==> src/rtl/hcr_pkg.sv <==
package hcr_pkg;

  // Geometry
  localparam int MAX_WIDTH_DEF = 1024;
  localparam int WIN           = 5;
  localparam int STORE_ROWS    = 4;
  localparam int QUEUE_DEPTH   = 2;

  // Field widths
  localparam int GRAD_W   = 8;
  localparam int PIX_W    = 16;
  localparam int WIDTH_W  = 11;
  localparam int ROW_W    = 16;
  localparam int COL_OUT_W = 10;
  localparam int K_W      = 16;
  localparam int RESP_W   = 53;
  localparam int ACC_W    = 25;
  localparam int MUL_W    = 26;
  localparam int CFG_IDX_W = 2;
  localparam int CFG_DATA_W = 16;

  // Configuration register indexes
  localparam logic [CFG_IDX_W-1:0] CFG_IMAGE_WIDTH  = 2'd0;
  localparam logic [CFG_IDX_W-1:0] CFG_IMAGE_HEIGHT = 2'd1;
  localparam logic [CFG_IDX_W-1:0] CFG_HARRIS_K     = 2'd2;

  // Register reset values
  localparam logic [WIDTH_W-1:0] IMAGE_WIDTH_RST  = 11'd640;
  localparam logic [ROW_W-1:0]   IMAGE_HEIGHT_RST = 16'd480;
  localparam logic [K_W-1:0]     HARRIS_K_RST     = 16'd2621;

  typedef logic [PIX_W-1:0] pix_t;
  typedef pix_t [WIN-1:0][WIN-1:0] win_t;

  // One window waiting for the response datapath
  typedef struct packed {
    win_t                   win;
    logic [ROW_W-1:0]       row;
    logic [COL_OUT_W-1:0]   col;
  } job_t;

  typedef enum logic [1:0] {
    FR_IDLE,
    FR_READ,
    FR_PUSH
  } front_state_t;

  typedef enum logic [3:0] {
    BK_IDLE,
    BK_ACC,
    BK_M1,
    BK_M2,
    BK_M3,
    BK_M4,
    BK_M5,
    BK_FIN,
    BK_OUT
  } back_state_t;

  // Separable smoothing weight of one tap position
  function automatic logic [2:0] tap_weight(input logic [2:0] idx);
    logic [2:0] w;
    case (idx)
      3'd0, 3'd4: w = 3'd3;
      3'd1, 3'd3: w = 3'd5;
      3'd2:       w = 3'd4;
      default:    w = 3'd0;
    endcase
    return w;
  endfunction

endpackage

==> src/rtl/hcr_back.sv <==
module hcr_back (
  input  logic                          clk,
  input  logic                          rst,
  input  logic [hcr_pkg::K_W-1:0]       harris_k_q16,
  input  logic                          empty,
  input  hcr_pkg::job_t                 pop_job,
  output logic                          pop,
  output logic                          res_valid,
  input  logic                          res_ready,
  output logic [hcr_pkg::RESP_W-1:0]    response,
  output logic [hcr_pkg::ROW_W-1:0]     center_row,
  output logic [hcr_pkg::COL_OUT_W-1:0] center_col
);

  localparam int PROD_W = 2 * hcr_pkg::MUL_W;
  localparam int KP_W   = hcr_pkg::K_W + hcr_pkg::MUL_W;
  localparam int KT_W   = KP_W + hcr_pkg::MUL_W;
  localparam int DIFF_W = hcr_pkg::RESP_W + 1;

  hcr_pkg::back_state_t state, state_next;

  hcr_pkg::job_t                job;
  logic [2:0]                   ti;
  logic [2:0]                   tj;
  logic                         tap_done;
  logic                         s1v;
  logic [hcr_pkg::PIX_W-1:0]    sqx;
  logic [hcr_pkg::PIX_W-1:0]    sqy;
  logic [hcr_pkg::PIX_W-1:0]    sxy;
  logic [4:0]                   wt;
  logic [hcr_pkg::ACC_W-1:0]    pxx;
  logic [hcr_pkg::ACC_W-1:0]    pyy;
  logic [hcr_pkg::ACC_W-1:0]    pxy;
  logic [PROD_W-1:0]            p1;
  logic [PROD_W-1:0]            p2;
  logic [PROD_W-1:0]            t2;
  logic [KP_W-1:0]              klo;
  logic [KP_W-1:0]              khi;

  hcr_pkg::pix_t                tap;
  logic [hcr_pkg::GRAD_W-1:0]   dx;
  logic [hcr_pkg::GRAD_W-1:0]   dy;
  logic [hcr_pkg::MUL_W-1:0]    ma;
  logic [hcr_pkg::MUL_W-1:0]    mb;
  logic [PROD_W-1:0]            prod;
  logic [KT_W-1:0]              kt_full;
  logic [DIFF_W-1:0]            diff;

  assign tap = job.win[ti][tj];
  assign dx  = tap[hcr_pkg::PIX_W-1:hcr_pkg::GRAD_W];
  assign dy  = tap[hcr_pkg::GRAD_W-1:0];

  assign pop       = (state == hcr_pkg::BK_IDLE) && !empty;
  assign res_valid = (state == hcr_pkg::BK_OUT);

  // Shared multiplier
  always_comb begin
    case (state)
      hcr_pkg::BK_M1: begin
        ma = hcr_pkg::MUL_W'(pxx);
        mb = hcr_pkg::MUL_W'(pyy);
      end
      hcr_pkg::BK_M2: begin
        ma = hcr_pkg::MUL_W'(pxy);
        mb = hcr_pkg::MUL_W'(pxy);
      end
      hcr_pkg::BK_M3: begin
        ma = hcr_pkg::MUL_W'(pxx) + hcr_pkg::MUL_W'(pyy);
        mb = hcr_pkg::MUL_W'(pxx) + hcr_pkg::MUL_W'(pyy);
      end
      hcr_pkg::BK_M4: begin
        ma = hcr_pkg::MUL_W'(harris_k_q16);
        mb = t2[hcr_pkg::MUL_W-1:0];
      end
      hcr_pkg::BK_M5: begin
        ma = hcr_pkg::MUL_W'(harris_k_q16);
        mb = t2[PROD_W-1:hcr_pkg::MUL_W];
      end
      default: begin
        ma = '0;
        mb = '0;
      end
    endcase
    prod = PROD_W'(ma) * PROD_W'(mb);
  end

  // Combine k*trace^2 halves, drop 16 fraction bits, subtract from det
  always_comb begin
    kt_full = {khi, {hcr_pkg::MUL_W{1'b0}}} + KT_W'(klo);
    diff    = DIFF_W'(p1) - DIFF_W'(p2) - DIFF_W'(kt_full[KT_W-1:hcr_pkg::K_W]);
  end

  always_ff @(posedge clk) begin
    if (rst) begin
      state <= hcr_pkg::BK_IDLE;
    end else begin
      state <= state_next;
    end
  end

  always_comb begin
    state_next = state;
    case (state)
      hcr_pkg::BK_IDLE: if (!empty) state_next = hcr_pkg::BK_ACC;
      hcr_pkg::BK_ACC:  if (tap_done && !s1v) state_next = hcr_pkg::BK_M1;
      hcr_pkg::BK_M1:   state_next = hcr_pkg::BK_M2;
      hcr_pkg::BK_M2:   state_next = hcr_pkg::BK_M3;
      hcr_pkg::BK_M3:   state_next = hcr_pkg::BK_M4;
      hcr_pkg::BK_M4:   state_next = hcr_pkg::BK_M5;
      hcr_pkg::BK_M5:   state_next = hcr_pkg::BK_FIN;
      hcr_pkg::BK_FIN:  state_next = hcr_pkg::BK_OUT;
      hcr_pkg::BK_OUT:  if (res_ready) state_next = hcr_pkg::BK_IDLE;
      default:          state_next = hcr_pkg::BK_IDLE;
    endcase
  end

  // Tap walk control
  always_ff @(posedge clk) begin
    if (rst) begin
      ti       <= '0;
      tj       <= '0;
      tap_done <= 1'b0;
      s1v      <= 1'b0;
    end else if (state == hcr_pkg::BK_IDLE) begin
      ti       <= '0;
      tj       <= '0;
      tap_done <= 1'b0;
      s1v      <= 1'b0;
    end else if (state == hcr_pkg::BK_ACC) begin
      s1v <= !tap_done;
      if (!tap_done) begin
        if (tj == 3'd4) begin
          tj <= '0;
          if (ti == 3'd4) begin
            tap_done <= 1'b1;
          end else begin
            ti <= ti + 1'b1;
          end
        end else begin
          tj <= tj + 1'b1;
        end
      end
    end
  end

  // Datapath: products, weighted sums, response
  always_ff @(posedge clk) begin
    case (state)
      hcr_pkg::BK_IDLE: begin
        job <= pop_job;
        pxx <= '0;
        pyy <= '0;
        pxy <= '0;
      end
      hcr_pkg::BK_ACC: begin
        sqx <= hcr_pkg::PIX_W'(dx) * hcr_pkg::PIX_W'(dx);
        sqy <= hcr_pkg::PIX_W'(dy) * hcr_pkg::PIX_W'(dy);
        sxy <= hcr_pkg::PIX_W'(dx) * hcr_pkg::PIX_W'(dy);
        wt  <= 5'(hcr_pkg::tap_weight(ti)) * 5'(hcr_pkg::tap_weight(tj));
        if (s1v) begin
          pxx <= pxx + hcr_pkg::ACC_W'(sqx) * hcr_pkg::ACC_W'(wt);
          pyy <= pyy + hcr_pkg::ACC_W'(sqy) * hcr_pkg::ACC_W'(wt);
          pxy <= pxy + hcr_pkg::ACC_W'(sxy) * hcr_pkg::ACC_W'(wt);
        end
      end
      hcr_pkg::BK_M1: p1  <= prod;
      hcr_pkg::BK_M2: p2  <= prod;
      hcr_pkg::BK_M3: t2  <= prod;
      hcr_pkg::BK_M4: klo <= prod[KP_W-1:0];
      hcr_pkg::BK_M5: khi <= prod[KP_W-1:0];
      hcr_pkg::BK_FIN: begin
        response   <= diff[hcr_pkg::RESP_W-1:0];
        center_row <= job.row;
        center_col <= job.col;
      end
      default: ;
    endcase
  end

endmodule
==> config.mk <==
export PLATFORM = sky130hd
export DESIGN_NAME = hcr_back
export DESIGN_NICKNAME = d
export VERILOG_FILES = /design/src/rtl/hcr_pkg.sv /design/src/rtl/hcr_back.sv
export SDC_FILE = /design/constraint.sdc
export NUM_CORES = 2
export LEC_CHECK = 0
export ABC_AREA = 0
export BUFFER_PORTS_ARGS = -buffer_cell sky130_fd_sc_hd__buf_4
export CAP_MARGIN = 10
export CORE_UTILIZATION = 63
export CTS_BUF_LIST = sky130_fd_sc_hd__clkbuf_16
export CTS_CLUSTER_DIAMETER = 200
export DETAILED_ROUTE_END_ITERATION = 10
export PLACE_DENSITY = 0.91
export SLEW_MARGIN = 40
export SYNTH_ARGS = -nofsm -noshare
export SYNTH_HDL_FRONTEND = slang
export SYNTH_SLANG_ARGS = --single-unit
==> constraint.sdc <==
create_clock -name clk -period 65.8 [get_ports clk]
set_clock_uncertainty 0.15 [all_clocks]
set_input_delay 16.45 -clock clk [delete_from_list [all_inputs] [get_ports clk]]
set_output_delay 16.45 -clock clk [all_outputs]
set_load 0.05 [all_outputs]
After elaboration in Yosys (flattened, before gate mapping)
Cells that the tools add are included.

Multipliers: 8. $add $sub $neg: 9. Bitwise logic cells: 2. Multiplexer cells: 24. Equality and inequality tests: 20. $lt $le $gt $ge: 2. Reductions and logical operators: 19.

Operators with widths (count): 80-bit binary-select mux with 3-bit select (1); 25-bit one-hot mux with 2 select lines (3); 26-bit one-hot mux with 5 select lines (1); 26-bit one-hot mux with 4 select lines (1); 80-bit two-way mux (1); 25-bit by 21-bit adder with 25-bit output (3); 25-bit two-way mux (3); 68-bit by 42-bit adder with 68-bit output (1); 16-bit by 5-bit multiplier with 21-bit output (3); 52-bit by 52-bit subtractor with 53-bit output (1); 53-bit subtractor (1); 26-bit by 26-bit multiplier with 52-bit output (1); 16-bit binary-select mux with 3-bit select (1); 8-bit by 8-bit multiplier with 16-bit output (3); 4-bit one-hot mux with 9 select lines (1); 25-bit by 25-bit adder with 26-bit output (1); 3-bit one-hot mux with 3 select lines (2); 4-bit by 3-bit equality test with 1-bit output (second input constant) (4); 16-bit two-way mux (1); 3-bit by 2-bit equality test with 1-bit output (second input constant) (4); 4-bit two-way mux (3); 2-bit OR reduction (6); 3-bit two-way mux (3); 4-bit by 2-bit equality test with 1-bit output (second input constant) (2); other kinds (19) (33).

Input bits: 446. Bits in registers: 885.

Longest topological paths before layout
Word-level depth: 5. Mapped depth: 36. Depth with buffers taken out: 34.

Worst setup path after synthesis
OpenSTA, ideal clock, no wires.

Path kind: reg-to-output. Start point: reg state[0]. End point: out pop. Required time: 49200 ps. Arrival: 43534 ps. Cell stages (with the launch flop): 3. Buffers on the path: 0. Setup slack: 5666 ps. Cell sequence: dfxtp_1 nor4_1 nor2b_1.

Longest elaborated chain between the ends: 2.

Ends and longest elaborated chain: start, declared (RTL line hcr_back.sv:20) `hcr_pkg::back_state_t state, state_next;`; start signal, assigned (RTL line hcr_back.sv:95) `state <= hcr_pkg::BK_IDLE;`; start signal, assigned (RTL line hcr_back.sv:97) `state <= state_next;`; 4-bit zero test (RTL line hcr_back.sv:53) `assign pop = (state == hcr_pkg::BK_IDLE) && !empty;`; 1-bit logical AND (RTL line hcr_back.sv:53); end, declared (RTL line hcr_back.sv:7) `output logic pop,`.

No other way between the ends.

Worst setup path in the final report
Start point: in empty. End point: out pop.

Longest elaborated chain between the ends: 2.

Ends and longest elaborated chain: start, declared (RTL line hcr_back.sv:5) `input logic empty,`; 1-bit zero test; 1-bit logical AND (RTL line hcr_back.sv:53).

No other way between the ends.

==> flow_summary.json <==
{
  "outcome": "finished with violations",
  "violations": "design-rule violations",
  "synthToLayoutAreaGrowth_pct": 12.3,
  "path_clk_slew_ns": 0.08,
  "cap_viol_max_count": 0,
  "worst_slew_pin_slew_ns": 1.00,
  "cp_slowest_cell": "buf_4",
  "routedWlPerCell_um": 28.0,
  "crit_required_ns": 49.20,
  "grt_pass1_wl_mm": 353,
  "synth_warnings": 0,
  "avgSynthCellArea_um2": 11.1,
  "seq_power_share_pct": 24.7,
  "crit_path_end_kind": "output port",
  "worst_hold_path_type": "register to register",
  "ios": 527,
  "fmax_mhz": 29.9,
  "netlist_instances": 6607,
  "final_cell_mix": "inv_1 (1137), fa_1 (891), edfxtp_1 (855)",
  "htreeDepth": 3,
  "relSlewSlack_pct": 32.8,
  "leakagePower_nw": 37.1,
  "ys_async_sr_fraction_pct": 0,
  "setup-violations-final": 0,
  "powerDensity_nw_per_um2": 41.7,
  "start_kind": "input port",
  "switchingPower_mw": 1.55,
  "hold_buffers": 0,
  "final_layout_size_suffix_gt1_share_pct": 13.6,
  "synth.area.top_cells": "edfxtp_1 (35%), fa_1 (24%), ha_1 (8.4%), inv_1 (5.7%), nand2_1 (3.5%)",
  "post-route-min-period_ns": 33.49,
  "antenna_found_initial": 43,
  "swShare_pct": 45.2,
  "yosys.area.top_type": "edfxtp_1",
  "drv_slew": 0,
  "die-area_um2": 118000,
  "synthDominantCellAreaShare_pct": 34.9,
  "ys_types": 82,
  "start_util_pct": 63.9,
  "postCtsSetupRepairBufs": 0,
  "rows": 124,
  "die_h_um": 344,
  "cp_cell_sequence": "buf_4 -> nor2b_1 -> buf_4",
  "rsz0062_at_grt": "no",
  "clockRootBuffer": "clkbuf_16",
  "vias_per_cell": 6.58,
  "synth_flop_cell": "edfxtp_1",
  "cts_tree": "built",
  "clockBufferDepth": 3,
  "critical_path_class": "input port to output port",
  "insertion_delay_ns": 0.74,
  "grt_overflow": 0,
  "power.share.combinational_pct": 60.3,
  "utilization_pct": 71.8,
  "syn-cell-area_um2": 73500,
  "nNetsFinal": 8901,
  "cts-resized-gates": 0,
  "synth_edf_count": 855,
  "hpwlAfterDp_mm": 170,
  "drc": 1,
  "worstPathArrival_ns": 16.89,
  "fp.coreArea_um2": 115000,
  "peakVddDrop_uv": 67.8,
  "clock_power_share_pct": 15.0,
  "routed_wl_mm": 244,
  "track_usage_pct": 40.7,
  "cts_buffers": 85,
  "hold_ws_ns": 0.266,
  "dr.pass1.iters": 11,
  "hold_violations": 0,
  "fp.dieW_um": 344,
  "ys_seq_area_share_pct": 35.3,
  "num_vias": 57200,
  "crit_fanout": 3,
  "cell_internal_pwr_mw": 1.89,
  "synth_seq_cells": 867,
  "io_buffers": 526,
  "cts_sinks": 867,
  "finalSetupTns_ns": 0,
  "grt_pass1_vias": 59300,
  "place.gp.congestion": 1.07,
  "mostFrequentLayoutCell": "inv_1",
  "finalCritPeriodShare_pct": 50.9,
  "grt_max_degree": 172,
  "critPathMaxStageDelay_ns": 0.21,
  "cpMostUsedCell": "buf_4",
  "antenna_left": 0,
  "first_iter_violations": 8136
}
[kinds of logic after synthesis]
group,after synthesis,share of synthesized area (%)
compound gates,962,8.60
xor+xnor,245,2.92
fa+ha+maj,1387,32.7
buf+inv,1384,7.13
flops,867,35.3
mux,136,3.49
other cells,1,0.00510
simple gates,1625,9.90
[metrics by stage]
stage	instance area [µm²]	std cells	setup slack [ns]	total power, mW
after floorplan	73500	6608	5.67	2.39
after global placement	79200	8490	32.32	2.67
after detailed placement	79500	8492	32.33	2.80
after CTS	82300	8646	32.30	3.37
after global routing	82500	8666	32.26	3.67
final	82600	8691	32.31	3.44
[routing by layer]
layer | wire length (µm) | part of all wire [%] | vias up | global-route usage (%)
met5 | 162 | 0.067 | - | 0
met4 | 26200 | 11 | 18 | 33.7
met3 | 34100 | 14 | 1541 | 13.8
met2 | 109000 | 45 | 5117 | 62.7
met1 | 74200 | 30 | 27600 | 46.2
li1 | - | - | 22900 | -
[cell type report]
| cell class | count | area (µm²) |
|---|---|---|
| multi-input cells | 4357 | 42700 |
| fillers | 7008 | 32400 |
| flip-flops and latches | 867 | 25900 |
| repair buffers | 635 | 4850 |
| inverters | 1122 | 4210 |
| clock buffers | 85 | 2130 |
| well taps | 1512 | 1890 |
| clock inverters | 69 | 702 |
| diodes | 44 | 110 |
[power groups by stage]
stage / Combinational, mW / Sequential (mW) / Clock (mW)
CTS: 2.02 / 0.840 / 0.509
floorplan: 1.53 / 0.857 / 0
detailed placement: 1.95 / 0.847 / 0
finish: 2.07 / 0.849 / 0.515
global placement: 1.83 / 0.840 / 0
global route: 2.29 / 0.851 / 0.529
[sequential cells by signal (all words and copies together) (netlist names), 4 cells and up]
signal / flops
center_row: 16
sxy: 16
pxy: 25
pyy: 25
center_col: 10
khi: 42
t2: 52
pxx: 25
state: 4
p2: 52
sqx: 15
klo: 26
sqy: 15
wt: 5
p1: 52
response: 53
job: 426
[cell usage after synthesis, types with 40 or more instances]
library cell / count
a21o_1: 117
a21oi_1: 243
a22oi_1: 41
and2_1: 169
and3_1: 43
clkbuf_1: 221
edfxtp_1: 855
fa_1: 891
ha_1: 496
inv_1: 1118
mux4_2: 96
nand2_1: 693
nand2b_1: 52
nand3_1: 58
nor2_1: 440
nor3_1: 40
o21a_1: 41
o21ai_0: 204
xnor2_1: 158
xor2_1: 87
[path summary, 6_finish.rpt]
path / to / startpoint / cells past startpoint / slack [ns]
max: pop / empty / 3 / 32.31
min: center_row[10]$_DFFE_PP_ / job[20]$_DFFE_PP_ / 0 / 0.27
max reg2reg: t2[47]$_DFFE_PP_ / pyy[12]$_SDFFCE_PN0P_ / 28 / 54.35
min reg2reg: center_row[10]$_DFFE_PP_ / job[20]$_DFFE_PP_ / 0 / 0.27
[critical path, delay by kind of cell]
family	cells	cell delay, ns
buf+inv	2	0.33
simple gates	1	0.11
Note: power is estimated with default switching activity, not from simulation.
