--- src/rtl/hcr_pkg.sv ---
package hcr_pkg;

  // Geometry
  localparam int MAX_WIDTH_DEF = 1024;
  localparam int WIN           = 5;
  localparam int STORE_ROWS    = 4;
  localparam int QUEUE_DEPTH   = 2;

  // Field widths
  localparam int GRAD_W   = 8;
  localparam int PIX_W    = 16;
  localparam int WIDTH_W  = 11;
  localparam int ROW_W    = 16;
  localparam int COL_OUT_W = 10;
  localparam int K_W      = 16;
  localparam int RESP_W   = 53;
  localparam int ACC_W    = 25;
  localparam int MUL_W    = 26;
  localparam int CFG_IDX_W = 2;
  localparam int CFG_DATA_W = 16;

  // Configuration register indexes
  localparam logic [CFG_IDX_W-1:0] CFG_IMAGE_WIDTH  = 2'd0;
  localparam logic [CFG_IDX_W-1:0] CFG_IMAGE_HEIGHT = 2'd1;
  localparam logic [CFG_IDX_W-1:0] CFG_HARRIS_K     = 2'd2;

  // Register reset values
  localparam logic [WIDTH_W-1:0] IMAGE_WIDTH_RST  = 11'd640;
  localparam logic [ROW_W-1:0]   IMAGE_HEIGHT_RST = 16'd480;
  localparam logic [K_W-1:0]     HARRIS_K_RST     = 16'd2621;

  typedef logic [PIX_W-1:0] pix_t;
  typedef pix_t [WIN-1:0][WIN-1:0] win_t;

  // One window waiting for the response datapath
  typedef struct packed {
    win_t                   win;
    logic [ROW_W-1:0]       row;
    logic [COL_OUT_W-1:0]   col;
  } job_t;

  typedef enum logic [1:0] {
    FR_IDLE,
    FR_READ,
    FR_PUSH
  } front_state_t;

  typedef enum logic [3:0] {
    BK_IDLE,
    BK_ACC,
    BK_M1,
    BK_M2,
    BK_M3,
    BK_M4,
    BK_M5,
    BK_FIN,
    BK_OUT
  } back_state_t;

  // Separable smoothing weight of one tap position
  function automatic logic [2:0] tap_weight(input logic [2:0] idx);
    logic [2:0] w;
    case (idx)
      3'd0, 3'd4: w = 3'd3;
      3'd1, 3'd3: w = 3'd5;
      3'd2:       w = 3'd4;
      default:    w = 3'd0;
    endcase
    return w;
  endfunction

endpackage

--- src/rtl/hcr_queue.sv ---
module hcr_queue (
  input  logic          clk,
  input  logic          rst,
  input  logic          push,
  input  hcr_pkg::job_t push_job,
  output logic          full,
  input  logic          pop,
  output hcr_pkg::job_t pop_job,
  output logic          empty
);

  localparam int PTR_W = $clog2(hcr_pkg::QUEUE_DEPTH);
  localparam int CNT_W = $clog2(hcr_pkg::QUEUE_DEPTH + 1);

  hcr_pkg::job_t    slots [hcr_pkg::QUEUE_DEPTH];
  logic [PTR_W-1:0] wr_ptr;
  logic [PTR_W-1:0] rd_ptr;
  logic [CNT_W-1:0] count;

  assign full    = (count == CNT_W'(hcr_pkg::QUEUE_DEPTH));
  assign empty   = (count == '0);
  assign pop_job = slots[rd_ptr];

  // Store a job
  always_ff @(posedge clk) begin
    if (push && !full) begin
      slots[wr_ptr] <= push_job;
    end
  end

  // Advance pointers and occupancy
  always_ff @(posedge clk) begin
    if (rst) begin
      wr_ptr <= '0;
      rd_ptr <= '0;
      count  <= '0;
    end else begin
      if (push && !full) begin
        wr_ptr <= wr_ptr + 1'b1;
      end
      if (pop && !empty) begin
        rd_ptr <= rd_ptr + 1'b1;
      end
      case ({push && !full, pop && !empty})
        2'b10:   count <= count + 1'b1;
        2'b01:   count <= count - 1'b1;
        default: count <= count;
      endcase
    end
  end

endmodule

--- config.mk ---
export PLATFORM = sky130hd
export DESIGN_NAME = hcr_queue
export DESIGN_NICKNAME = d
export VERILOG_FILES = /design/src/rtl/hcr_pkg.sv /design/src/rtl/hcr_queue.sv
export SDC_FILE = /design/constraint.sdc
export NUM_CORES = 1
export LEC_CHECK = 0
export ABC_AREA = 1
export ABC_CLOCK_PERIOD_IN_PS = 22700
export CAP_MARGIN = 20
export CORE_AREA = 2 2 330 332
export CTS_BUF_LIST = sky130_fd_sc_hd__clkbuf_4
export CTS_CLUSTER_DIAMETER = 120
export DETAILED_ROUTE_END_ITERATION = 12
export DIE_AREA = 0 0 332 334
export DONT_BUFFER_PORTS = 1
export PLACE_DENSITY = 0.42
export SLEW_MARGIN = 10
export SYNTH_ARGS = -nofsm -noshare
export SYNTH_HDL_FRONTEND = slang
export SYNTH_SLANG_ARGS = --single-unit
--- constraint.sdc ---
create_clock -name clk -period 22.7 [get_ports clk]
set_input_delay 2.27 -clock clk [delete_from_list [all_inputs] [get_ports clk]]
set_output_delay 2.27 -clock clk [all_outputs]
set_load 0.03 [all_outputs]
After elaboration in Yosys (flattened, before gate mapping) --
Memories as Yosys holds them, arrays and structs flattened. A register that Yosys moved wholly into a read port is not among the register bits. Index checks and enable logic that the tools add are counted.
Word-level totals: word-level logic and storage cells 22, output and inout port bits 428, bits in writable memories 852, memories 1, input bits 430, flip-flop bits (word level) 4
Operators by class: $add $sub $neg 4, equal/unequal tests 3, reductions and logical operators 6, mux-type cells 5
Memory list:
- slots | words 2, width 426, rd ports 1, clocked after memory_dff 1, write ports 1, line hcr_queue.sv:15 | hcr_pkg::job_t slots [hcr_pkg::QUEUE_DEPTH];
Operator list (count):
- 2-bit == test (second input constant) | 2
- 1-bit two-way mux | 4
- 2-bit case mux with 2 select lines | 1
- 1-bit adder (second input constant) | 2
- 2-bit by 1-bit adder with 2-bit output (second input constant) | 1
- 2-bit by 1-bit == test with 1-bit output (second input constant) | 1
- 1-bit logical AND | 2
- 1-bit zero test | 2
- 2-bit zero test | 1
- 2-bit nonzero test | 1
- 2-bit by 1-bit subtractor with 2-bit output (second input constant) | 1

Depth between registers and ports, before layout --
Gate-level depths: netlist (run 1).
depth in word-level cells 5, mapped depth 10, mapped depth without buffers 10

Worst setup path before layout (run 1) --
No wires, ideal clock.
path type input port to flip-flop, from input port push, to memory slots[0][0] (netlist name) (enable), cell stages on the path 4, library setup time 1.223 ns, path buffers 0, setup slack 1.322 ns, arrival 20.155 ns, cell sequence inv_1 nor2_1 inv_1 nor2_1
On the way: cells in the longest elaborated chain, start to end 3
RTL lines:
- start, declared | line hcr_queue.sv:4 | input logic push,
- 1-bit logical AND | line hcr_queue.sv:26 | if (push && !full) begin
- 1-bit two-way mux | line hcr_queue.sv:26
- 1-bit two-way mux (implied by the code) | line hcr_queue.sv:27 | slots[wr_ptr] <= push_job;
- end, declared | line hcr_queue.sv:15
No other way between the ends.

==> metrics.txt, run 1 <==
total gr overflow=0; fin nets=1985; Die X=332 µm; Cell Pwr Density=116 mW/mm²; RSZ-0062 raised after global routing=false; worst slew pin tran=1.31 ns; largest net degree at the start of global routing=165; period utilisation layout=0.313; GRT Total Usage=0.131; Initial Util=0.287; Post-CTS Resized=0; Worst Path Required=20.43 ns; kind of critical path=reg -> out; WP data arrival=4.82 ns; Routed Antenna Nets=0; status=finished, final reports clean; Synth Instances=1365; Hold Crit Class=reg -> reg; core box area=0.108 mm²; DRC Markers=0; Die H=334 µm; Worst-path clk slew=0.06 ns; sw power=1270 µW; syn avg cell area=22.7 µm²; crit-path max FO=72; Syn Std Cell Area=0.0310 mm²; Switching Share=0.310; Area Growth Syn to Fin=14.3%; gpl congestion=0.790; Slew HR=0.124; Max H-tree Level=4; Iter 0 DRT Violations=652; Max Slew Vio Count=0; most common cell in the synthesized netlist=edfxtp_1; CTS buffer count=219; insertion delay to the later sink of the worst-skew pair=1.07 ns; initial antenna violation count=3; sequential fraction of the synthesis area=0.830; Startpoint Class=flop; worst-case clock buffer depth=3; Core Rows=121; number of global-route vias before repair=14500; post-DR wirelength/cell=24.1 µm; internal power=2840 µW; share of cells above drive strength 1=0.447; TNS Setup=0 ns; die area=0.111 mm²; setup violators final=0; VDD IR max=0.0525 mV; Max Cap Viol=0; clock root cell=clkbuf_4; Yosys cell types=13; asr flop ratio synth=0; Clk pwr share=0.319; Synth top area share=0.826; clock sinks=857; Sequential Power Share=0.481; vias=13600; Comb power frac=0.200; Ys Warns=0; crit path capture type=output port; Hold Fails Final Rpt=0; Vias/cell=4.33; Leak Pwr=0.0114 µW; Tmin final=7.09 ns; Ports=858; Highest Clock Rate=141 MHz; Post-synth EDFFs=852; setup skew after layout=0.0635 ns; Pwr Total=4110 µW; first-pass GRT wire length=104000 µm; setup bufs post-CTS=0; post-synthesis sequential element count=857; CTS hold repair buffers=0; CTS tree=built; Synth area leader=edfxtp_1; top post-synthesis cells by count=edfxtp_1 (852), mux2_2 (416), buf_2 (31); port bufs=0; DR pass1 iterations=4; Post-Syn Nets=1796; Post-Route WL=75500 µm; DP HPWL=51400 µm; top area cells in the synthesized netlist=edfxtp_1 (83%), mux2_2 (15%), buf_6 (0.58%); commonest register cell after synthesis=edfxtp_1
==> flip-flops by register name, summed over array words and instances, names as in the netlist, named ones only <==
| name | cells |
|---|---|
| slots | 852 |
| count | 2 |
| rd_ptr | 1 |
| wr_ptr | 1 |
==> kinds of logic after synthesis <==
| kind of cell | Yosys count | synth area share |
|---|---|---|
| flops | 857 | 0.830 |
| mux | 426 | 0.155 |
| buf+inv | 56 | 0.0119 |
| simple gates | 23 | 0.00287 |
| compound gates | 2 | 0.000323 |
| fa+ha+maj | 1 | 0.000404 |
==> cell usage in the layout (no fill, tap or decap), drive strengths merged, types with 5 or more instances in the layout <==
| master | count |
|---|---|
| diode | 10 |
| nand2 | 8 |
| clkinv | 56 |
| edfxtp | 852 |
| bufinv | 7 |
| buf | 15 |
| clkbuf | 309 |
| nor2 | 14 |
| dfxtp | 5 |
| inv | 17 |
| mux2 | 426 |
==> per-layer routing <==
| metal | vias up | share of wire | track usage |
|---|---|---|---|
| li1 | 5992 | - | - |
| met1 | 6762 | 0.30 | 0.108 |
| met2 | 676 | 0.55 | 0.239 |
| met3 | 161 | 0.12 | 0.0819 |
| met4 | 0 | 0.033 | 0.0631 |
| met5 | - | 0 | 0 |
==> worst max-delay path, stage by stage (launching register included) <==
cell and delay [ns]:
dfxtp_4 0.63, buf_4 0.86, buf_4 0.80, buf_4 0.78, mux2_2 0.51
==> final timing paths <==
check,start,to,slack [ns],cells after the start
max reg2reg,count[0],slots[0][98],18.23,7
min,rd_ptr,flop,0.52,2
min reg2reg,rd_ptr,flop,0.52,2
max,flop,pop_job[324],15.61,4
==> layout make-up <==
class	count	area [µm²]
inverter	9	41.3
multi-input combinational	452	4920
timing repair buffer	15	158
fill	10300	72400
sequential	857	25700
antenna	10	25.0
clock buffer	309	2320
tap	1414	1770
clock inverter	71	482
==> per-stage QoR <==
step / hold slack, ns / setup WS, ns / instances / instance area, µm² / utilization
3_5_place_dp: 0.509 / 16.51 / 2747 / 32600 / 0.302
4_1_cts: 0.528 / 15.27 / 3127 / 35400 / 0.328
6_report: 0.524 / 15.61 / 3137 / 35400 / 0.328
3_3_place_gp: 0.477 / 16.06 / 2746 / 32500 / 0.302
2_1_floorplan: 0.467 / 1.32 / 1365 / 31000 / -
5_1_grt: 0.562 / 15.06 / 3131 / 35400 / 0.328
==> power by group through the flow <==
stage	Sequential, µW	Combinational (µW)	Clock [µW]
final	1980	821	1310
after global routing	1990	855	1450
after CTS	1980	840	1370
after detailed placement	2010	838	0
after global placement	2020	824	0
after floorplan	2100	702	0
Power figures use the tool's default switching activity.
==> inputs of run 2 (changes only) <==
--- a/config.mk
+++ b/config.mk
@@ -6,15 +6,15 @@
 export NUM_CORES = 1
 export LEC_CHECK = 0
 export ABC_AREA = 1
-export ABC_CLOCK_PERIOD_IN_PS = 22700
+export ABC_CLOCK_PERIOD_IN_PS = 7240
 export CAP_MARGIN = 20
-export CORE_AREA = 2 2 330 332
+export CORE_AREA = 2 2 337 339
 export CTS_BUF_LIST = sky130_fd_sc_hd__clkbuf_4
 export CTS_CLUSTER_DIAMETER = 120
 export DETAILED_ROUTE_END_ITERATION = 12
-export DIE_AREA = 0 0 332 334
+export DIE_AREA = 0 0 339 341
 export DONT_BUFFER_PORTS = 1
-export PLACE_DENSITY = 0.42
+export PLACE_DENSITY = 0.39
 export SLEW_MARGIN = 10
 export SYNTH_ARGS = -nofsm -noshare
 export SYNTH_HDL_FRONTEND = slang
==> constraint.sdc (replaced) <==
create_clock -name clk -period 7.24 [get_ports clk]
set_input_delay 0.724 -clock clk [delete_from_list [all_inputs] [get_ports clk]]
set_output_delay 0.724 -clock clk [all_outputs]
set_load 0.03 [all_outputs]
==> metrics.txt, run 2 (synthesized netlist as in run 1, its figures left out) <==
TNS Setup=0 ns (unchanged); die area=0.116 mm² (+4.2%); Max H-tree Level=4 (unchanged); vias=15400 (+14%); setup skew after layout=0.0740 ns (+0.0105 ns); crit path capture type=output port; Tmin final=3.92 ns; most common cell after layout, fill and taps aside=edfxtp_1; port bufs=0 (unchanged); Design Area, Final=0.0399 mm² (+13%); clock sinks=857 (unchanged); Largest Register=slots; setup violators final=0 (unchanged); WHS=0.323 ns (-0.202 ns); dpl ws=4.03 ns (-12.48 ns); share of cells above drive strength 1=0.370 (-0.0766); dpl cell area=0.0328 mm² (+0.58%); Slew HR=0.132 (+0.00831); RSZ-0062 raised after global routing=false; Routed Antenna Nets=0 (unchanged); CP Cell Sequence=buf_12 -> mux2_2; first-pass GRT wire length=112000 µm (+7.9%); Slowest-stage cell, CP=dfxtp_4; Core Rows=123 (+1.7%); DP HPWL=52100 µm (+1.4%); worst slew pin tran=1.30 ns (-0.0125 ns); Worst Slack Setup Final=3.32 ns (-12.29 ns); fin nets=2424 (+22%); Buffers & Inverters on Critical Path=1 (-2); DR pass1 iterations=4 (unchanged); Die X=339 µm (+2.1%); Worst-path clk slew=0.06 ns (about the same); Ports=858 (unchanged); Post-CTS Resized=0 (unchanged); Leak Pwr=0.0133 µW (+16%); Hold Crit Class=in -> reg; clock root cell=clkbuf_4; number of flip-flops in the largest register=852 (unchanged); worst-case clock buffer depth=3 (unchanged); Highest Clock Rate=255 MHz; Iter 0 DRT Violations=610 (-6.4%); delay-heaviest family, CP=flip-flops; largest net degree at the start of global routing=160 (-3.0%); gpl congestion=0.747 (-5.5%); WP data arrival=3.20 ns (-1.62 ns); total gr overflow=0 (unchanged); Post-Route WL=78500 µm (+3.9%); Worst Path Required=6.52 ns (-13.91 ns); fill count=10600 (+3.6%); GRT Total Usage=0.132 (+0.00113); Area Growth Syn to Fin=29.0%; CTS buffer count=228 (+4.1%); Largest regs=slots (852), count (2); number of global-route vias before repair=17000 (+17%); final core occ=0.357 (+0.0285); Cell Pwr Density=330 mW/mm² (+180%); insertion delay to the later sink of the worst-skew pair=1.07 ns (about the same); CTS tree=built; post-DR wirelength/cell=21.4 µm (-11%); Max Slew Vio Count=0 (unchanged); Max Cap Viol=0 (unchanged); kind of critical path=reg -> out; VDD IR max=0.150 mV (+180%); period utilisation layout=0.542; CP max stage delay=0.72 ns (-0.14 ns); Vias/cell=4.21 (-2.8%); core box area=0.112 mm² (+3.8%); most frequent cells in the layout=edfxtp_1 (852), dlygate4sd3_1 (430), mux2_2 (416), clkbuf_4 (344), clkinv_1 (33); Hold Fails Final Rpt=0 (unchanged); DRC Markers=0 (unchanged); initial antenna violation count=8 (+5); status=finished, final reports clean; Die H=341 µm (+2.1%); Initial Util=0.277 (-0.0105); Startpoint Class=flop; crit-path max FO=159 (+120%)
[run 2: report_power, final]
part           total, µW  switching [µW]  internal [µW]
Clock               4120            1910           2210
Combinational       2850            2070            780
Sequential          6190             118           6070
[run 2: worst reg2reg max path, cell delays in order, from the launching register on]
cell	delay, ns
dfxtp_1	0.37
inv_1	0.08
nor2_4	0.31
nor2_4	0.11
nand2_2	0.12
clkinvlp_4	0.64
buf_12	0.48
[run 2: timing repair]
| item | CTS | global route |
|---|---|---|
| buffers inserted | 0 | 0 |
| hold buffers | 430 | 0 |
| endpoints found under the hold margin | 876 | 0 |
[run 2: per-stage QoR]
stage | cells | power [µW]
finish | 3664 | 13200
detailed placement | 2833 | 8970
CTS | 3654 | 13500
global placement | 2833 | 8950
floorplan | 1365 | 8590
global route | 3663 | 13800
[run 2: cell type report]
cell class	instances	area [µm²]	share of cell area
sequential	857	25700	0.643
multi-input combinational	452	4930	0.124
timing repair buffer	445	4520	0.113
clock buffer	344	2580	0.0647
tap	1500	1880	0.0470
clock inverter	47	256	0.00642
inverter	9	50.0	0.00125
antenna	10	25.0	0.000627
[run 2: path summary, 6_finish.rpt]
check / from / endpoint / slack [ns] / cells after the start
hold / removal: push_job[52] / slots[1][52] / 0.32 / 1
setup reg to reg: count[1] / slots[1][316] / 4.14 / 6
setup / recovery: flop / pop_job[334] / 3.32 / 2
hold reg to reg: rd_ptr / flop / 0.51 / 2
[run 2: layer usage]
metal,wire length (µm),up-vias,GRT usage,share of wire
li1,-,6874,-,-
met1,25900,7673,0.125,0.33
met2,42600,704,0.239,0.54
met3,7590,182,0.0650,0.097
met4,2370,4,0.0568,0.030
met5,30,-,0,0.00038
==> inputs of run 3 (changes only) <==
--- a/config.mk
+++ b/config.mk
@@ -6,15 +6,15 @@
 export NUM_CORES = 1
 export LEC_CHECK = 0
 export ABC_AREA = 1
-export ABC_CLOCK_PERIOD_IN_PS = 7240
+export ABC_CLOCK_PERIOD_IN_PS = 3300
 export CAP_MARGIN = 20
-export CORE_AREA = 2 2 337 339
+export CORE_AREA = 2 2 330 332
 export CTS_BUF_LIST = sky130_fd_sc_hd__clkbuf_4
 export CTS_CLUSTER_DIAMETER = 120
 export DETAILED_ROUTE_END_ITERATION = 12
-export DIE_AREA = 0 0 339 341
+export DIE_AREA = 0 0 332 334
 export DONT_BUFFER_PORTS = 1
-export PLACE_DENSITY = 0.39
+export PLACE_DENSITY = 0.42
 export SLEW_MARGIN = 10
 export SYNTH_ARGS = -nofsm -noshare
 export SYNTH_HDL_FRONTEND = slang
==> constraint.sdc (replaced) <==
create_clock -name clk -period 3.3 [get_ports clk]
set_input_delay 0.33 -clock clk [delete_from_list [all_inputs] [get_ports clk]]
set_output_delay 0.33 -clock clk [all_outputs]
set_load 0.03 [all_outputs]
==> metrics.txt, run 3 <==
Synth top area share=0.826 (unchanged); Syn Std Cell Area=0.0310 mm² (unchanged); Die H=334 µm (-2.1%); syn avg cell area=22.7 µm² (unchanged); port bufs=0 (unchanged); Synth Instances=1365 (unchanged); asr flop ratio synth=0 (unchanged); commonest register cell after synthesis=edfxtp_1; setup bufs post-CTS=3 (+3); clock sinks=857 (unchanged); Post-CTS Resized=1 (+1); sequential fraction of the synthesis area=0.830 (unchanged); Yosys cell types=13 (unchanged); Initial Util=0.287 (+0.0105); gpl congestion=0.811 (+8.6%); most common cell in the synthesized netlist=edfxtp_1; Log Error=[ERROR RSZ-0060] Max buffer count reached.; CTS buffer count=219 (-3.9%); status=did not finish; Post-synth EDFFs=852 (unchanged); top area cells in the synthesized netlist=edfxtp_1 (83%), mux2_2 (15%), buf_6 (0.58%); Core Rows=121 (-1.6%); post-synthesis sequential element count=857 (unchanged); DP Cell Count=2777 (-2.0%); Ports=858 (unchanged); Max H-tree Level=4 (unchanged); Synth area leader=edfxtp_1; Post-Syn Nets=1796 (unchanged); clock root cell=clkbuf_4; Ys Warns=0 (unchanged); DP HPWL=54500 µm (+4.7%); Die X=332 µm (-2.1%); top post-synthesis cells by count=edfxtp_1 (852), mux2_2 (416), buf_2 (31); Exit stage=4_1_cts; worst-case clock buffer depth=3 (unchanged); CTS hold repair buffers=633 (+47%); dpl ws=1.18 ns (-2.84 ns)
[run 3: cell counts after synthesis]
No cell type changed its count.
[run 3: logic make-up after synthesis]
group	after synthesis	share of synthesized area
compound gates	2	0.000323
fa+ha+maj	1	0.000404
buf+inv	56	0.0119
flops	857	0.830
mux	426	0.155
simple gates	23	0.00287
[run 3: through the flow]
step                      cell area [µm²]   util
after global placement              33000  0.306
after detailed placement            33000  0.306
after floorplan                     31000      -
==> inputs of run 4 (changes only) <==
==> config.mk (replaced) <==
export PLATFORM = sky130hd
export DESIGN_NAME = hcr_queue
export DESIGN_NICKNAME = d
export VERILOG_FILES = /design/src/rtl/hcr_pkg.sv /design/src/rtl/hcr_queue.sv
export SDC_FILE = /design/constraint.sdc
export NUM_CORES = 1
export LEC_CHECK = 0
export ABC_AREA = 1
export ABC_CLOCK_PERIOD_IN_PS = 4300
export CAP_MARGIN = 20
export CORE_AREA = 2 2 336 338
export DETAILED_ROUTE_END_ITERATION = 12
export DIE_AREA = 0 0 338 340
export DONT_BUFFER_PORTS = 1
export PLACE_DENSITY_LB_ADDON = 0.15
export SLEW_MARGIN = 10
export SYNTH_ARGS = -nofsm -noshare
export SYNTH_HDL_FRONTEND = slang
export SYNTH_SLANG_ARGS = --single-unit
==> constraint.sdc (replaced) <==
create_clock -name clk -period 4.3 [get_ports clk]
set_input_delay 0.43 -clock clk [delete_from_list [all_inputs] [get_ports clk]]
set_output_delay 0.43 -clock clk [all_outputs]
set_load 0.03 [all_outputs]
==> metrics.txt, run 4 (synthesized netlist as in run 1, its figures left out) <==
status=finished, final reports clean; clock root cell=clkbuf_16; die area=0.115 mm²; Initial Util=0.277 (-0.00974); Largest regs=slots (852), count (2); Ports=858 (unchanged); largest net degree at the start of global routing=120; share of cells above drive strength 1=0.304; Vias/cell=4.21; crit-path max FO=48; Cell Pwr Density=579 mW/mm²; Leak Pwr=0.0132 µW; final core occ=0.362; insertion delay to the later sink of the worst-skew pair=0.64 ns; worst slew pin tran=0.933 ns; Routed Antenna Nets=0; Clk pwr share=0.346; initial antenna violation count=4; Largest Register=slots; Slowest-stage cell, CP=dfxtp_4; Hold Fails Final Rpt=0; DP HPWL=54100 µm (-0.67%); number of flip-flops in the largest register=852; total gr overflow=0; Hold Crit Class=in -> reg; Startpoint Class=flop; WP data arrival=2.66 ns; Comb power frac=0.207; vias=14600; Sequential Power Share=0.447; Switching Share=0.296; CP max stage delay=0.95 ns; CTS tree=built; Die X=338 µm (+1.8%); gpl congestion=0.772 (-4.9%); Post-Route WL=77200 µm; Max Cap Viol=0; Max H-tree Level=3 (-1); setup skew after layout=0.0178 ns; kind of critical path=reg -> out; Area Growth Syn to Fin=30.4%; most frequent cells in the layout=edfxtp_1 (852), dlygate4sd3_1 (427), mux2_2 (416), clkbuf_16 (96); Worst Path Required=3.87 ns; sw power=6930 µW; Die H=340 µm (+1.8%); GRT Total Usage=0.129; most common cell after layout, fill and taps aside=edfxtp_1; internal power=16500 µW; Max Slew Vio Count=0; Highest Clock Rate=323 MHz; period utilisation layout=0.719; CP Cell Sequence=buf_4 -> mux2_2; Slew HR=0.378; number of global-route vias before repair=15900; RSZ-0062 raised after global routing=false; first-pass GRT wire length=108000 µm; port bufs=0 (unchanged); worst-case clock buffer depth=3 (unchanged); post-DR wirelength/cell=22.3 µm; clock sinks=857 (unchanged); crit path capture type=output port; DP Cell Count=2853 (+2.7%); CTS buffer count=95 (-57%); Iter 0 DRT Violations=626; DR pass1 iterations=6; VDD IR max=0.363 mV; Core Rows=123 (+1.7%); Post-CTS Resized=0 (-1); setup violators final=0; fin nets=2308; Tmin final=3.09 ns; core box area=0.112 mm²; DRC Markers=0; Worst-path clk slew=0.05 ns; fin cells=3460
[run 4: layout make-up]
class                           instances  area [µm²]
Antenna cell                            4        10.0
Clock buffer                          116        2480
Clock inverter                         60         653
Fill cell                           10400       71200
Inverter                                9        37.5
Multi-Input combinational cell        452        4930
Sequential cell                       857       25700
Tap cell                             1500        1880
Timing Repair Buffer                  462        4710
[run 4: repair_timing]
item / in CTS / in global routing
setup buffers: 0 / 0
hold buffers: 427 / 0
hold endpoints to repair: 857 / 0
[run 4: worst max-delay path, delay by kind of cell, from the launching register on]
family / cells / cell delay (ns)
buf+inv: 1 / 0.55
flops: 1 / 0.95
mux: 1 / 0.48
[run 4: worst paths after layout]
kind / startpoint / end / slack, ns / cells past startpoint
worst max-delay path: flop / pop_job[155] / 1.21 / 2
worst min-delay path: pop / flop / 0.11 / 4
worst max register to register: count[0] / slots[1][310] / 1.97 / 6
worst min register to register: rd_ptr / flop / 0.50 / 2
[run 4: power by group through the flow]
stage	sequential (µW)	clock, µW	combinational [µW]
finish	10400	8100	4850
global route	10500	8680	5080
CTS	10500	8360	4970
detailed placement	10600	0	4550
global placement	10600	0	4540
floorplan	10700	0	3710
[run 4: metrics by stage]
stage / total power, µW / TNS, ns / setup slack [ns] / hold slack, ns / cell area [µm²]
finish: 23400 / 0 / 1.21 / 0.114 / 40400
global route: 24300 / 0 / 1.01 / 0.0972 / 40400
CTS: 23800 / 0 / 1.02 / 0.0370 / 40400
detailed placement: 15200 / 0 / 1.76 / 0.494 / 33000
global placement: 15200 / 0 / 1.83 / 0.486 / 33000
floorplan: 14500 / -2699.32 / -3.24 / 0.467 / 31000
[run 4: layer usage]
| layer | vias up | GRT usage | part of all wire |
|---|---|---|---|
| met5 | - | 0 | 0 |
| met4 | 0 | 0.0492 | 0.030 |
| met3 | 131 | 0.0510 | 0.093 |
| met2 | 567 | 0.242 | 0.55 |
| met1 | 7381 | 0.123 | 0.33 |
| li1 | 6485 | - | - |
